==> src/rtl/phc_pkg.sv <==
// ----------------------------------------------------------------------------
// phc_pkg
// Shared types, constants and codes of the pixel HSV color classifier.
// ----------------------------------------------------------------------------
package phc_pkg;

    // Field widths.
    localparam int unsigned PIX_W      = 8;
    localparam int unsigned HUE_W      = 9;
    localparam int unsigned PCT_W      = 7;
    localparam int unsigned CFG_IDX_W  = 3;
    localparam int unsigned CFG_DATA_W = 9;

    // Long division lanes: numerator, divisor and quotient widths.
    localparam int unsigned NUM_W    = 18;
    localparam int unsigned DEN_W    = 9;
    localparam int unsigned QUO_W    = 9;
    localparam int unsigned DIV_BITS = 3;

    // Q16 color conversion coefficients.
    localparam logic signed [26:0] K_CR_TO_R = 27'sd92242;
    localparam logic signed [26:0] K_CB_TO_G = 27'sd22643;
    localparam logic signed [26:0] K_CR_TO_G = 27'sd46983;
    localparam logic signed [26:0] K_CB_TO_B = 27'sd116589;

    // Value percent: floor(x / 510) as (x * VAL_RECIP) >> 25 for x below 2^16.
    localparam logic [32:0] VAL_RECIP = 33'd65794;

    // Configuration register indexes.
    typedef enum logic [CFG_IDX_W-1:0] {
        REG_BLACK_VAL_MAX  = 3'd0,
        REG_WHITE_SAT_MAX  = 3'd1,
        REG_HUE_LOW        = 3'd2,
        REG_HUE_HIGH       = 3'd3,
        REG_MARK_LUMA      = 3'd4,
        REG_MARK_CB        = 3'd5,
        REG_MARK_CR        = 3'd6
    } t_reg_idx;

    // Pixel classes.
    typedef enum logic [1:0] {
        CLS_BLACK  = 2'd0,
        CLS_WHITE  = 2'd1,
        CLS_MARKED = 2'd2,
        CLS_OTHER  = 2'd3
    } t_class;

    typedef struct packed {
        logic [PIX_W-1:0] luma;
        logic [PIX_W-1:0] cb;
        logic [PIX_W-1:0] cr;
    } t_yuv;

    typedef struct packed {
        logic [PIX_W-1:0] r;
        logic [PIX_W-1:0] g;
        logic [PIX_W-1:0] b;
    } t_rgb;

    // Per-pixel data that travels alongside the division lanes.
    typedef struct packed {
        t_yuv             yuv;
        t_rgb             rgb;
        logic [PCT_W-1:0] val;
    } t_px;

    // One restoring division in flight.
    typedef struct packed {
        logic [NUM_W-1:0] rem;
        logic [DEN_W-1:0] den;
        logic [QUO_W-1:0] quo;
    } t_div_lane;

    typedef struct packed {
        logic [PCT_W-1:0] black_val_max;
        logic [PCT_W-1:0] white_sat_max;
        logic [HUE_W-1:0] hue_low;
        logic [HUE_W-1:0] hue_high;
        t_yuv             mark;
    } t_cfg;

endpackage

==> src/rtl/pixel_hsv_color_classifier.sv <==
// ----------------------------------------------------------------------------
// pixel_hsv_color_classifier
// Converts YUV pixels to RGB and rounded HSV, classes each pixel and
// substitutes a marker color for pixels inside the configured hue window.
// ----------------------------------------------------------------------------
// Pipeline: 7 register stages from input transfer to result valid (products,
// clamp, HSV setup, three divider stages, output).
// Throughput: one pixel per cycle; each stage holds its item under stall and
// empty stages fill up while the output waits.
// Reset: synchronous, active low; clears all stage valid bits and loads the
// configuration registers with their defaults.
module pixel_hsv_color_classifier (
    input  logic        i_clk,
    input  logic        i_rst_n,
    // Pixel input: [7:0] luma, [15:8] chroma_blue, [23:16] chroma_red.
    input  logic        i_s_tvalid,
    output logic        o_s_tready,
    input  logic [23:0] i_s_tdata,
    // Result: [7:0] red, [15:8] green, [23:16] blue, [32:24] hue,
    // [39:33] saturation, [46:40] brightness, [54:47] out_luma,
    // [62:55] out_cb, [70:63] out_cr, [71] zero.
    output logic        o_m_tvalid,
    input  logic        i_m_tready,
    output logic [71:0] o_m_tdata,
    // Result kind: [1:0] pixel_class.
    output logic [1:0]  o_m_tuser,
    // Configuration writes.
    input  logic        i_cfg_valid,
    output logic        o_cfg_ready,
    input  logic [2:0]  i_cfg_index,
    input  logic [8:0]  i_cfg_data
);
    import phc_pkg::*;

    localparam int NUM_STAGES = 7;

    logic [NUM_STAGES-1:0] r_vld;
    logic [NUM_STAGES-1:0] w_en;
    t_cfg                  r_cfg;
    t_yuv                  w_yuv;
    t_px                   w_px_rgb;
    t_px                   w_px_prep;
    t_px                   w_px_d0;
    t_px                   w_px_d1;
    t_px                   w_px_d2;
    t_div_lane             w_hue_prep;
    t_div_lane             w_hue_d0;
    t_div_lane             w_hue_d1;
    t_div_lane             w_hue_d2;
    t_div_lane             w_sat_prep;
    t_div_lane             w_sat_d0;
    t_div_lane             w_sat_d1;
    t_div_lane             w_sat_d2;

    // A stage loads when it is empty or its successor loads.
    always_comb begin
        w_en[NUM_STAGES-1] = !r_vld[NUM_STAGES-1] || i_m_tready;
        for (int k = NUM_STAGES - 2; k >= 0; k--) begin
            w_en[k] = !r_vld[k] || w_en[k+1];
        end
    end

    // Stage valid bits.
    always_ff @(posedge i_clk) begin
        if (!i_rst_n) begin
            r_vld <= '0;
        end else begin
            if (w_en[0]) begin
                r_vld[0] <= i_s_tvalid;
            end
            for (int k = 1; k < NUM_STAGES; k++) begin
                if (w_en[k]) begin
                    r_vld[k] <= r_vld[k-1];
                end
            end
        end
    end

    // Configuration registers, written as given and masked to width.
    always_ff @(posedge i_clk) begin
        if (!i_rst_n) begin
            r_cfg.black_val_max <= 7'd35;
            r_cfg.white_sat_max <= 7'd10;
            r_cfg.hue_low       <= 9'd25;
            r_cfg.hue_high      <= 9'd130;
            r_cfg.mark.luma     <= 8'd210;
            r_cfg.mark.cb       <= 8'd16;
            r_cfg.mark.cr       <= 8'd146;
        end else if (i_cfg_valid) begin
            case (t_reg_idx'(i_cfg_index))
                REG_BLACK_VAL_MAX: r_cfg.black_val_max <= i_cfg_data[PCT_W-1:0];
                REG_WHITE_SAT_MAX: r_cfg.white_sat_max <= i_cfg_data[PCT_W-1:0];
                REG_HUE_LOW:       r_cfg.hue_low       <= i_cfg_data;
                REG_HUE_HIGH:      r_cfg.hue_high      <= i_cfg_data;
                REG_MARK_LUMA:     r_cfg.mark.luma     <= i_cfg_data[PIX_W-1:0];
                REG_MARK_CB:       r_cfg.mark.cb       <= i_cfg_data[PIX_W-1:0];
                REG_MARK_CR:       r_cfg.mark.cr       <= i_cfg_data[PIX_W-1:0];
                default: ;
            endcase
        end
    end

    assign o_cfg_ready = 1'b1;
    assign o_s_tready  = w_en[0];
    assign o_m_tvalid  = r_vld[NUM_STAGES-1];

    assign w_yuv.luma = i_s_tdata[7:0];
    assign w_yuv.cb   = i_s_tdata[15:8];
    assign w_yuv.cr   = i_s_tdata[23:16];

    // Color conversion.
    phc_rgb u_rgb (
        .i_clk      (i_clk),
        .i_en_mul   (w_en[0]),
        .i_en_clamp (w_en[1]),
        .i_yuv      (w_yuv),
        .o_px       (w_px_rgb)
    );

    // HSV setup.
    phc_hsv_prep u_prep (
        .i_clk (i_clk),
        .i_en  (w_en[2]),
        .i_px  (w_px_rgb),
        .o_px  (w_px_prep),
        .o_hue (w_hue_prep),
        .o_sat (w_sat_prep)
    );

    // Divider, three quotient bits per stage.
    phc_div_stage #(.BIT_HI(8)) u_div0 (
        .i_clk (i_clk),
        .i_en  (w_en[3]),
        .i_px  (w_px_prep),
        .i_hue (w_hue_prep),
        .i_sat (w_sat_prep),
        .o_px  (w_px_d0),
        .o_hue (w_hue_d0),
        .o_sat (w_sat_d0)
    );

    phc_div_stage #(.BIT_HI(5)) u_div1 (
        .i_clk (i_clk),
        .i_en  (w_en[4]),
        .i_px  (w_px_d0),
        .i_hue (w_hue_d0),
        .i_sat (w_sat_d0),
        .o_px  (w_px_d1),
        .o_hue (w_hue_d1),
        .o_sat (w_sat_d1)
    );

    phc_div_stage #(.BIT_HI(2)) u_div2 (
        .i_clk (i_clk),
        .i_en  (w_en[5]),
        .i_px  (w_px_d1),
        .i_hue (w_hue_d1),
        .i_sat (w_sat_d1),
        .o_px  (w_px_d2),
        .o_hue (w_hue_d2),
        .o_sat (w_sat_d2)
    );

    // Classification and output register.
    phc_classify u_classify (
        .i_clk   (i_clk),
        .i_en    (w_en[6]),
        .i_px    (w_px_d2),
        .i_hue   (w_hue_d2.quo),
        .i_sat   (w_sat_d2.quo),
        .i_cfg   (r_cfg),
        .o_tdata (o_m_tdata),
        .o_tuser (o_m_tuser)
    );

endmodule

==> src/rtl/phc_rgb.sv <==
// ----------------------------------------------------------------------------
// phc_rgb
// Two pipeline stages: Q16 YUV to RGB products and sums, then truncate and clamp.
// ----------------------------------------------------------------------------
module phc_rgb (
    input  logic          i_clk,
    input  logic          i_en_mul,
    input  logic          i_en_clamp,
    input  phc_pkg::t_yuv i_yuv,
    output phc_pkg::t_px  o_px
);
    import phc_pkg::*;

    logic signed [8:0]  w_cb;
    logic signed [8:0]  w_cr;
    logic signed [26:0] w_luma_q;
    logic signed [26:0] n_sum_r;
    logic signed [26:0] n_sum_g;
    logic signed [26:0] n_sum_b;
    logic signed [26:0] r_sum_r;
    logic signed [26:0] r_sum_g;
    logic signed [26:0] r_sum_b;
    t_yuv               r_yuv;
    t_px                r_px;

    // Negative sums clamp to zero, sums of 256.0 and above clamp to 255.
    function automatic logic [PIX_W-1:0] clamp_q16(input logic signed [26:0] sum);
        logic [PIX_W-1:0] res;
        if (sum[26]) begin
            res = '0;
        end else if (sum[25:24] != 2'b00) begin
            res = '1;
        end else begin
            res = sum[23:16];
        end
        return res;
    endfunction

    // Centered chroma and the weighted sums.
    always_comb begin
        w_cb     = $signed({1'b0, i_yuv.cb}) - 9'sd128;
        w_cr     = $signed({1'b0, i_yuv.cr}) - 9'sd128;
        w_luma_q = $signed({3'b000, i_yuv.luma, 16'h0000});
        n_sum_r  = w_luma_q + 27'(w_cr) * K_CR_TO_R;
        n_sum_g  = w_luma_q - 27'(w_cb) * K_CB_TO_G - 27'(w_cr) * K_CR_TO_G;
        n_sum_b  = w_luma_q + 27'(w_cb) * K_CB_TO_B;
    end

    // Product stage.
    always_ff @(posedge i_clk) begin
        if (i_en_mul) begin
            r_sum_r <= n_sum_r;
            r_sum_g <= n_sum_g;
            r_sum_b <= n_sum_b;
            r_yuv   <= i_yuv;
        end
    end

    // Clamp stage.
    always_ff @(posedge i_clk) begin
        if (i_en_clamp) begin
            r_px.yuv   <= r_yuv;
            r_px.rgb.r <= clamp_q16(r_sum_r);
            r_px.rgb.g <= clamp_q16(r_sum_g);
            r_px.rgb.b <= clamp_q16(r_sum_b);
            r_px.val   <= '0;
        end
    end

    assign o_px = r_px;

endmodule

==> src/rtl/phc_hsv_prep.sv <==
// ----------------------------------------------------------------------------
// phc_hsv_prep
// One pipeline stage: max, min, value percent, and the hue and saturation
// numerators and divisors for the division stages.
// ----------------------------------------------------------------------------
module phc_hsv_prep (
    input  logic               i_clk,
    input  logic               i_en,
    input  phc_pkg::t_px       i_px,
    output phc_pkg::t_px       o_px,
    output phc_pkg::t_div_lane o_hue,
    output phc_pkg::t_div_lane o_sat
);
    import phc_pkg::*;

    logic [PIX_W-1:0]  w_mx;
    logic [PIX_W-1:0]  w_mn;
    logic [PIX_W-1:0]  w_d;
    logic signed [8:0] w_diff;
    logic signed [19:0] w_n;
    logic signed [19:0] w_d_s;
    logic [15:0]       w_val_x;
    logic [32:0]       w_val_prod;
    t_div_lane         n_hue;
    t_div_lane         n_sat;
    t_px               n_px;
    t_px               r_px;
    t_div_lane         r_hue;
    t_div_lane         r_sat;

    always_comb begin
        // Maximum and minimum of the three components.
        w_mx = i_px.rgb.r;
        if (i_px.rgb.g > w_mx) w_mx = i_px.rgb.g;
        if (i_px.rgb.b > w_mx) w_mx = i_px.rgb.b;
        w_mn = i_px.rgb.r;
        if (i_px.rgb.g < w_mn) w_mn = i_px.rgb.g;
        if (i_px.rgb.b < w_mn) w_mn = i_px.rgb.b;
        w_d   = w_mx - w_mn;
        w_d_s = $signed({12'h000, w_d});

        // Hue numerator in degrees times the spread; red wins ties.
        if (w_mx == i_px.rgb.r) begin
            w_diff = $signed({1'b0, i_px.rgb.g}) - $signed({1'b0, i_px.rgb.b});
            w_n    = 20'(w_diff) * 20'sd60;
            if (w_n < 0) w_n = w_n + 20'sd360 * w_d_s;
        end else if (w_mx == i_px.rgb.g) begin
            w_diff = $signed({1'b0, i_px.rgb.b}) - $signed({1'b0, i_px.rgb.r});
            w_n    = 20'(w_diff) * 20'sd60 + 20'sd120 * w_d_s;
        end else begin
            w_diff = $signed({1'b0, i_px.rgb.r}) - $signed({1'b0, i_px.rgb.g});
            w_n    = 20'(w_diff) * 20'sd60 + 20'sd240 * w_d_s;
        end

        // Rounded half up as floor((2N + d) / 2d); a grey pixel divides zero by one.
        n_hue.rem = NUM_W'(2 * w_n + w_d_s);
        n_hue.den = (w_d == '0) ? DEN_W'(1) : {w_d, 1'b0};
        n_hue.quo = '0;

        n_sat.rem = NUM_W'(18'd200 * NUM_W'(w_d) + NUM_W'(w_mx));
        n_sat.den = (w_mx == '0) ? DEN_W'(1) : {w_mx, 1'b0};
        n_sat.quo = '0;

        // Value percent by reciprocal multiplication.
        w_val_x    = 16'(16'd200 * 16'(w_mx) + 16'd255);
        w_val_prod = 33'(w_val_x) * VAL_RECIP;

        n_px     = i_px;
        n_px.val = w_val_prod[31:25];
    end

    always_ff @(posedge i_clk) begin
        if (i_en) begin
            r_px  <= n_px;
            r_hue <= n_hue;
            r_sat <= n_sat;
        end
    end

    assign o_px  = r_px;
    assign o_hue = r_hue;
    assign o_sat = r_sat;

endmodule

==> src/rtl/phc_div_stage.sv <==
// ----------------------------------------------------------------------------
// phc_div_stage
// One stage of the pipelined restoring divider: resolves three quotient bits
// of the hue and saturation lanes, from BIT_HI down.
// ----------------------------------------------------------------------------
module phc_div_stage #(
    parameter int BIT_HI = 8
) (
    input  logic               i_clk,
    input  logic               i_en,
    input  phc_pkg::t_px       i_px,
    input  phc_pkg::t_div_lane i_hue,
    input  phc_pkg::t_div_lane i_sat,
    output phc_pkg::t_px       o_px,
    output phc_pkg::t_div_lane o_hue,
    output phc_pkg::t_div_lane o_sat
);
    import phc_pkg::*;

    t_px       r_px;
    t_div_lane r_hue;
    t_div_lane r_sat;

    // Compare and subtract the shifted divisor, top bit first.
    function automatic t_div_lane div_step(input t_div_lane lane);
        t_div_lane        res;
        logic [NUM_W-1:0] sub;
        logic [3:0]       bi;
        res = lane;
        for (int j = 0; j < DIV_BITS; j++) begin
            bi  = 4'(BIT_HI - j);
            sub = NUM_W'(res.den) << bi;
            if (res.rem >= sub) begin
                res.rem     = res.rem - sub;
                res.quo[bi] = 1'b1;
            end
        end
        return res;
    endfunction

    always_ff @(posedge i_clk) begin
        if (i_en) begin
            r_px  <= i_px;
            r_hue <= div_step(i_hue);
            r_sat <= div_step(i_sat);
        end
    end

    assign o_px  = r_px;
    assign o_hue = r_hue;
    assign o_sat = r_sat;

endmodule

==> src/rtl/phc_classify.sv <==
// ----------------------------------------------------------------------------
// phc_classify
// Output stage: classes the pixel, substitutes the marker color and packs
// the result transfer.
// ----------------------------------------------------------------------------
module phc_classify (
    input  logic          i_clk,
    input  logic          i_en,
    input  phc_pkg::t_px  i_px,
    input  logic [8:0]    i_hue,
    input  logic [8:0]    i_sat,
    input  phc_pkg::t_cfg i_cfg,
    output logic [71:0]   o_tdata,
    output logic [1:0]    o_tuser
);
    import phc_pkg::*;

    t_class       n_class;
    t_yuv         n_yuv;
    logic [71:0]  r_tdata;
    logic [1:0]   r_tuser;

    // Black wins over white, white over the hue window.
    always_comb begin
        if (i_px.val <= i_cfg.black_val_max) begin
            n_class = CLS_BLACK;
        end else if (i_sat[PCT_W-1:0] <= i_cfg.white_sat_max) begin
            n_class = CLS_WHITE;
        end else if (i_hue >= i_cfg.hue_low && i_hue <= i_cfg.hue_high) begin
            n_class = CLS_MARKED;
        end else begin
            n_class = CLS_OTHER;
        end
        n_yuv = (n_class == CLS_MARKED) ? i_cfg.mark : i_px.yuv;
    end

    always_ff @(posedge i_clk) begin
        if (i_en) begin
            r_tdata <= {1'b0, n_yuv.cr, n_yuv.cb, n_yuv.luma, i_px.val,
                        i_sat[PCT_W-1:0], i_hue, i_px.rgb.b, i_px.rgb.g, i_px.rgb.r};
            r_tuser <= n_class;
        end
    end

    assign o_tdata = r_tdata;
    assign o_tuser = r_tuser;

endmodule

==> config.mk <==
export PLATFORM = sky130hd
export DESIGN_NAME = pixel_hsv_color_classifier
export DESIGN_NICKNAME = d
export VERILOG_FILES = /design/src/rtl/phc_pkg.sv /design/src/rtl/pixel_hsv_color_classifier.sv /design/src/rtl/phc_rgb.sv /design/src/rtl/phc_hsv_prep.sv /design/src/rtl/phc_div_stage.sv /design/src/rtl/phc_classify.sv
export SDC_FILE = /design/constraint.sdc
export NUM_CORES = 2
export LEC_CHECK = 0
export BUFFER_PORTS_ARGS = -buffer_cell sky130_fd_sc_hd__buf_2
export CORE_MARGIN = 5
export CORE_UTILIZATION = 35
export CTS_CLUSTER_SIZE = 28
export DETAILED_ROUTE_END_ITERATION = 10
export GPL_TIMING_DRIVEN = 0
export PLACE_DENSITY = 0.54
export SYNTH_ARGS = -nofsm -noshare
export SYNTH_HDL_FRONTEND = slang
export SYNTH_SLANG_ARGS = --single-unit
==> constraint.sdc <==
create_clock -name i_clk -period 10.48 [get_ports i_clk]
set_clock_uncertainty 0.05 [all_clocks]
set_input_delay 0 -clock i_clk [delete_from_list [all_inputs] [get_ports i_clk]]
set_output_delay 0 -clock i_clk [all_outputs]
set_load 0.01 [all_outputs]
======== After elaboration in Yosys (flattened, before gate mapping) ========
Index checks and enable logic that the tools add are counted.
storage, ports and cells
  bits in writable memories ............... 0
  bits in registers ....................... 701
  bits of input ports ..................... 41
  memories ................................ 0
  logic and storage cells ................. 243
  ROM bits ................................ 0
  bits in latches ......................... 0
  output and inout bits ................... 77
operators by class
  eq/ne operators ......................... 9
  mux-type cells .......................... 44
  multiply operators ...................... 13
  bitwise gates (word level) .............. 0
  shifts and indexed selects .............. 0
  magnitude comparators ................... 27
  div/mod/pow operators ................... 0
  reduce and logical (&&, ||, !) cells .... 28
  add/sub/neg operators ................... 32
operators with widths
  cell                                                                  number
  18-bit 2-to-1 mux                                                     28
  8-bit 2-to-1 mux                                                      7
  25-bit by 27-bit adder with 27-bit output                             2
  9-bit by 17-bit multiplier with 26-bit output, second input constant  2
  17-bit 2-to-1 mux                                                     3
  9-bit by 5-bit multiplier with 14-bit output, second input constant   3
  18-bit by 10-bit >= comparator with 1-bit output                      2
  18-bit by 11-bit >= comparator with 1-bit output                      2
  18-bit by 12-bit >= comparator with 1-bit output                      2
  18-bit by 13-bit >= comparator with 1-bit output                      2
  18-bit by 14-bit >= comparator with 1-bit output                      2
  18-bit by 15-bit >= comparator with 1-bit output                      2
  18-bit by 16-bit >= comparator with 1-bit output                      2
  18-bit by 17-bit >= comparator with 1-bit output                      2
  18-bit by 9-bit >= comparator with 1-bit output                       2
  18-bit by 10-bit subtractor with 18-bit output                        2
  18-bit by 11-bit subtractor with 18-bit output                        2
  18-bit by 12-bit subtractor with 18-bit output                        2
  18-bit by 13-bit subtractor with 18-bit output                        2
  18-bit by 14-bit subtractor with 18-bit output                        2
  18-bit by 15-bit subtractor with 18-bit output                        2
  18-bit by 16-bit subtractor with 18-bit output                        2
  18-bit by 17-bit subtractor with 18-bit output                        2
  16-bit by 17-bit adder with 17-bit output                             2
  other kinds (36)                                                      72

======== Longest topological paths before layout ========
  word-level depth ........................ 11
  depth in mapped cells ................... 50
  depth with buffers taken out ............ 48

======== Hierarchy ========
From an unflattened synthesis, not the netlist that was laid out.
second synthesis, totals
  cells, all modules ...................... 5,689
  area, all modules ....................... 59,623.4 µm²
modules (own cells, without submodules)
  module                      seq. area each (µm²)  times used  area each (µm²)  cells an instance
  phc_hsv_prep                3,243.1               1           16,448.3         1,789
  phc_rgb                     3,153.0               1           13,555.5         1,247
  phc_div_stage (u_div2)      3,813.7               1           8,685.8          849
  phc_div_stage (u_div1)      3,813.7               1           7,847.5          720
  phc_div_stage (u_div0)      3,813.7               1           7,298.2          604
  phc_classify                2,192.1               1           3,310.7          215
  pixel_hsv_color_classifier  1,261.2               1           2,477.4          265

======== Worst setup path after synthesis ========
OpenSTA, ideal clock, no wires.
  path type ............................... reg2reg
  from .................................... reg u_rgb.r_px, in the netlist u_rgb.o_px[22]
  to ...................................... reg u_prep.r_hue, in the netlist u_prep.o_hue[35], data pin
  setup time .............................. 0.260 ns
  arrival time ............................ 10.157 ns
  slack ................................... 0.013 ns
  required time ........................... 10.170 ns
  stages on the path, launching flop included .. 47
  cell sequence ........................... edfxtp_1 > inv_1 > ha_1 > and3_4 > a221o_2 > o21ai_1 > clkbuf_1 > nor2_1 > a21oi_1 > ha_1 > a21o_1 > a21o_1 > a2111oi_0 > o31ai_2 > nand2_1 > buf_2 > clkbuf_1 > o21ai_0 > [... 11 more ...] > fa_1 > fa_1 > inv_1 > ha_1 > inv_1 > nor2_1 > nor2_1 > o21bai_1 > a21oi_1 > xnor2_1 > ha_1 > o41ai_1 > xnor2_1 > nor2_1 > a211oi_1 > a21oi_1 > nand4_1 > xor2_1
RTL lines
  element               RTL line            RTL
  start, declared       phc_rgb.sv:24       t_px r_px;
  end signal, assigned  phc_hsv_prep.sv:75  r_hue <= n_hue;
  end, declared         phc_hsv_prep.sv:28  t_div_lane r_hue;

==> flow_summary.yaml <==
final_layout:
  drive_gt1_share_pct: 11.12
  synthToLayoutAreaGrowth_pct: 15.29
  fin_cells: 7608
  final_nets: 6603
  utilization_pct: 40.59
floorplanning:
  start_util_pct: 35.20
  rows: 143
  die_w_um: 400.9
  die-area_um2: 160700
  core_um2: 151900
  io_pins: 118
  die_y_um: 400.9
clock_network:
  tritoncts: "done"
  cts.sink_count: 652
  cts_buffer_depth: 3
  cts_buffers: 74
  clock_latency_ps: 650
  path_clk_slew_ps: 60
  root_buffer: "clkbuf_16"
  htreeDepth: 3
timing:
  hold_ws_ps: 104.9
  setup-violations-final: 0
  drv_slew: 0
  rsz0062_at_grt: "true"
  slew_headroom_pct: 24.19
  fmaxAchievable_mhz: 97.82
  period_share_pct: 97.55
  period_minus_slack_ps: 10220
  hold_viol: 0
  max_slew.worst_pin.slew_ps: 1108
synth:
  syn_inst: 5179
  synth_seq_cells: 652
  synth_edf_count: 589
  synth_area_leaders: "edfxtp_1 (33%), ha_1 (19%), fa_1 (8.0%), inv_1 (5.4%), xnor2_1 (4.4%)"
  synth_nets: 6260
  synthArstFlopShare_pct: 0
  synth_ff_type: "edfxtp_1"
  syn_area_per_cell_um2: 10.33
  synth-seq-area-share_pct: 35.43
  yosys.area.top_type: "edfxtp_1"
  yosysUniqueCellTypes: 121
  synth_warnings: 0
  syn-cell-area_um2: 53480
  synth_top_area_share_pct: 33.08
setup_path:
  path_buf_inv: 11
  critPathSlowestCell: "fa_1"
  cpLargestDelayFamily: "adder cells"
  startpoint_type: "flop"
  critPathKind: "flop to flop"
  arrival_ps: 10610
  cp_data_required_time_ps: 10860
  slowest_delay_ps: 530
  critical_path_peak_fanout: 6
  cp-end-kind: "flop"
routing:
  post_drt_wl_per_cell_um: 17.09
  via_count: 37220
  routed_wirelength_um: 130000
  drt_iter0_drc: 2006
  ant_nets: 0
  drt-vias-per-instance: 4.893
  drcViolationCount: 0
  drtPass1Iterations: 5
flow_run:
  cap_violations: 0
placed_design:
  hpwl_um: 104100
  io_buffers: 112
  dp.cells: 7328
  gp_congestion: 0.8987
global_routing:
  grt_remaining_overflow: 0
  grt_antenna_before_repair: 7
  track_usage_pct: 15.97
  grt_pass1_vias: 37520
  grt_max_degree: 71
  grt_pass1_wl_um: 206100
outcome:
  outcome: "completed"
hold_path:
  hold_class: "input port to flop"
==> flip-flops by register name, indices dropped and copies added (netlist names) <==
register and cells:
r_vld 7, u_div0.o_px 55, u_div2.o_sat 7, u_div0.o_hue 30, u_div2.o_hue 9, u_rgb.o_px 48
u_prep.o_sat 26, u_classify.o_tdata 71, u_rgb.r_sum_b 11, u_div1.o_px 55, u_rgb.r_sum_g 11, u_rgb.r_sum_r 11
u_prep.o_hue 27, u_classify.o_tuser 2, r_cfg 56, u_div2.o_px 55, u_div1.o_sat 31, u_div1.o_hue 33
u_prep.o_px 55, u_div0.o_sat 28, u_rgb.r_yuv 24
==> tightest hold or removal path, stage by stage <==
cell           delay, ps
dlygate4sd3_1        520
buf_2                110
a21oi_1               40
nor2b_1               90
==> cells in the mapped netlist (12+ instances only) <==
cell type and instances:
clkbuf_1 45, o21a_1 38, a21oi_1 293, xor2_1 97
nand3_1 73, or3_1 12, mux2i_1 48, a211oi_1 22
ha_1 825, o2111ai_1 13, nor3_1 57, xnor2_1 270
nor2b_1 80, inv_1 775, nand2_1 346, nand4_1 40
o31ai_1 35, and3_1 23, a21o_1 113, and2_1 35
o21ai_0 223, edfxtp_1 589, a21boi_0 76, or2_2 19
fa_1 215, nor4_1 21, o211ai_1 28, dfxtp_1 63
nand2b_1 52, a31oi_1 18, nor2_1 315, o21bai_1 44
mux2_2 61
==> path summary, 6_finish.rpt <==
path,start,end,slack [ps],depth (start not counted)
worst min register to register,u_div0.o_px[24],u_div1.o_px[24],340,0
worst max-delay path,u_rgb.o_px[21],u_prep.o_hue[34],260,47
worst max register to register,u_rgb.o_px[21],u_prep.o_hue[34],260,47
worst min-delay path,i_s_tvalid,r_vld[0],100,4
==> cell usage in the layout (no fill, tap or decap), types with 58 or more instances in the layout <==
cell type and count:
xnor2_1 256, fa_1 211, dfxtp_1 63, buf_4 98
nor2b_1 80, a21o_1 112, xor2_1 88, clkbuf_1 58
a21boi_0 75, edfxtp_1 589, o21ai_0 217, a21oi_1 272
mux2_2 60, inv_1 754, nand2_1 339, ha_1 806
nand3_1 72, nor2_1 310, buf_2 120, clkbuf_16 75
==> cell type report <==
cell class                      instances  area, um^2
Clock buffer                           91        1926
Clock inverter                         40       555.5
Sequential cell                       652       18950
Timing Repair Buffer                  267        2036
Multi-Input combinational cell       3679       32330
Buffer                                 69       364.1
Tap cell                             2030        2540
Fill cell                           14600       90250
Inverter                              779        2953
Antenna cell                            1       2.502
==> cells by family after synthesis <==
kind of cell | after synthesis | share of synthesized area (%)
AOI/OAI and AO/OA | 1040 | 12.80
xor gates and xnor gates | 370 | 6.135
adders and majority gates | 1042 | 27.39
buffers and inverters | 848 | 6.053
DFF | 652 | 35.43
muxes | 111 | 2.237
other | 2 | 0.01404
and+or+nand+nor | 1114 | 9.942
==> stage by stage <==
stage	setup slack, ps	cell area, um^2	setup TNS (ps)
final	256.7	61650	0
after detailed placement	-3702	56770	-50070
after global routing	-203.1	61650	-303.4
after CTS	7.304	60510	0
after floorplan	12.62	53480	0
after global placement	-3661	56580	-48510
==> timing repair <==
| item | 4_1_cts | 5_1_grt |
|---|---|---|
| setup endpoints to repair | 27 | 26 |
| cloned | 0 | 1 |
| buffers inserted | 40 | 61 |
| gates resized for setup | 97 | 102 |
| pin swaps | 22 | 75 |
| hold endpoints to repair | 88 | 0 |
| hold buffers | 46 | 0 |
==> per-layer routing <==
metal / vias up / GRT usage [%] / routed length [um]
li1: 18820 / - / -
met1: 17600 / 21.49 / 60650
met2: 604 / 26.73 / 60110
met3: 203 / 1.758 / 4554
met4: 0 / 5.677 / 4721
met5: - / 0 / 0
Power is left out: the tool's default activity adds up to more than one toggle a clock period on the data nets, which glitch-free logic cannot reach.
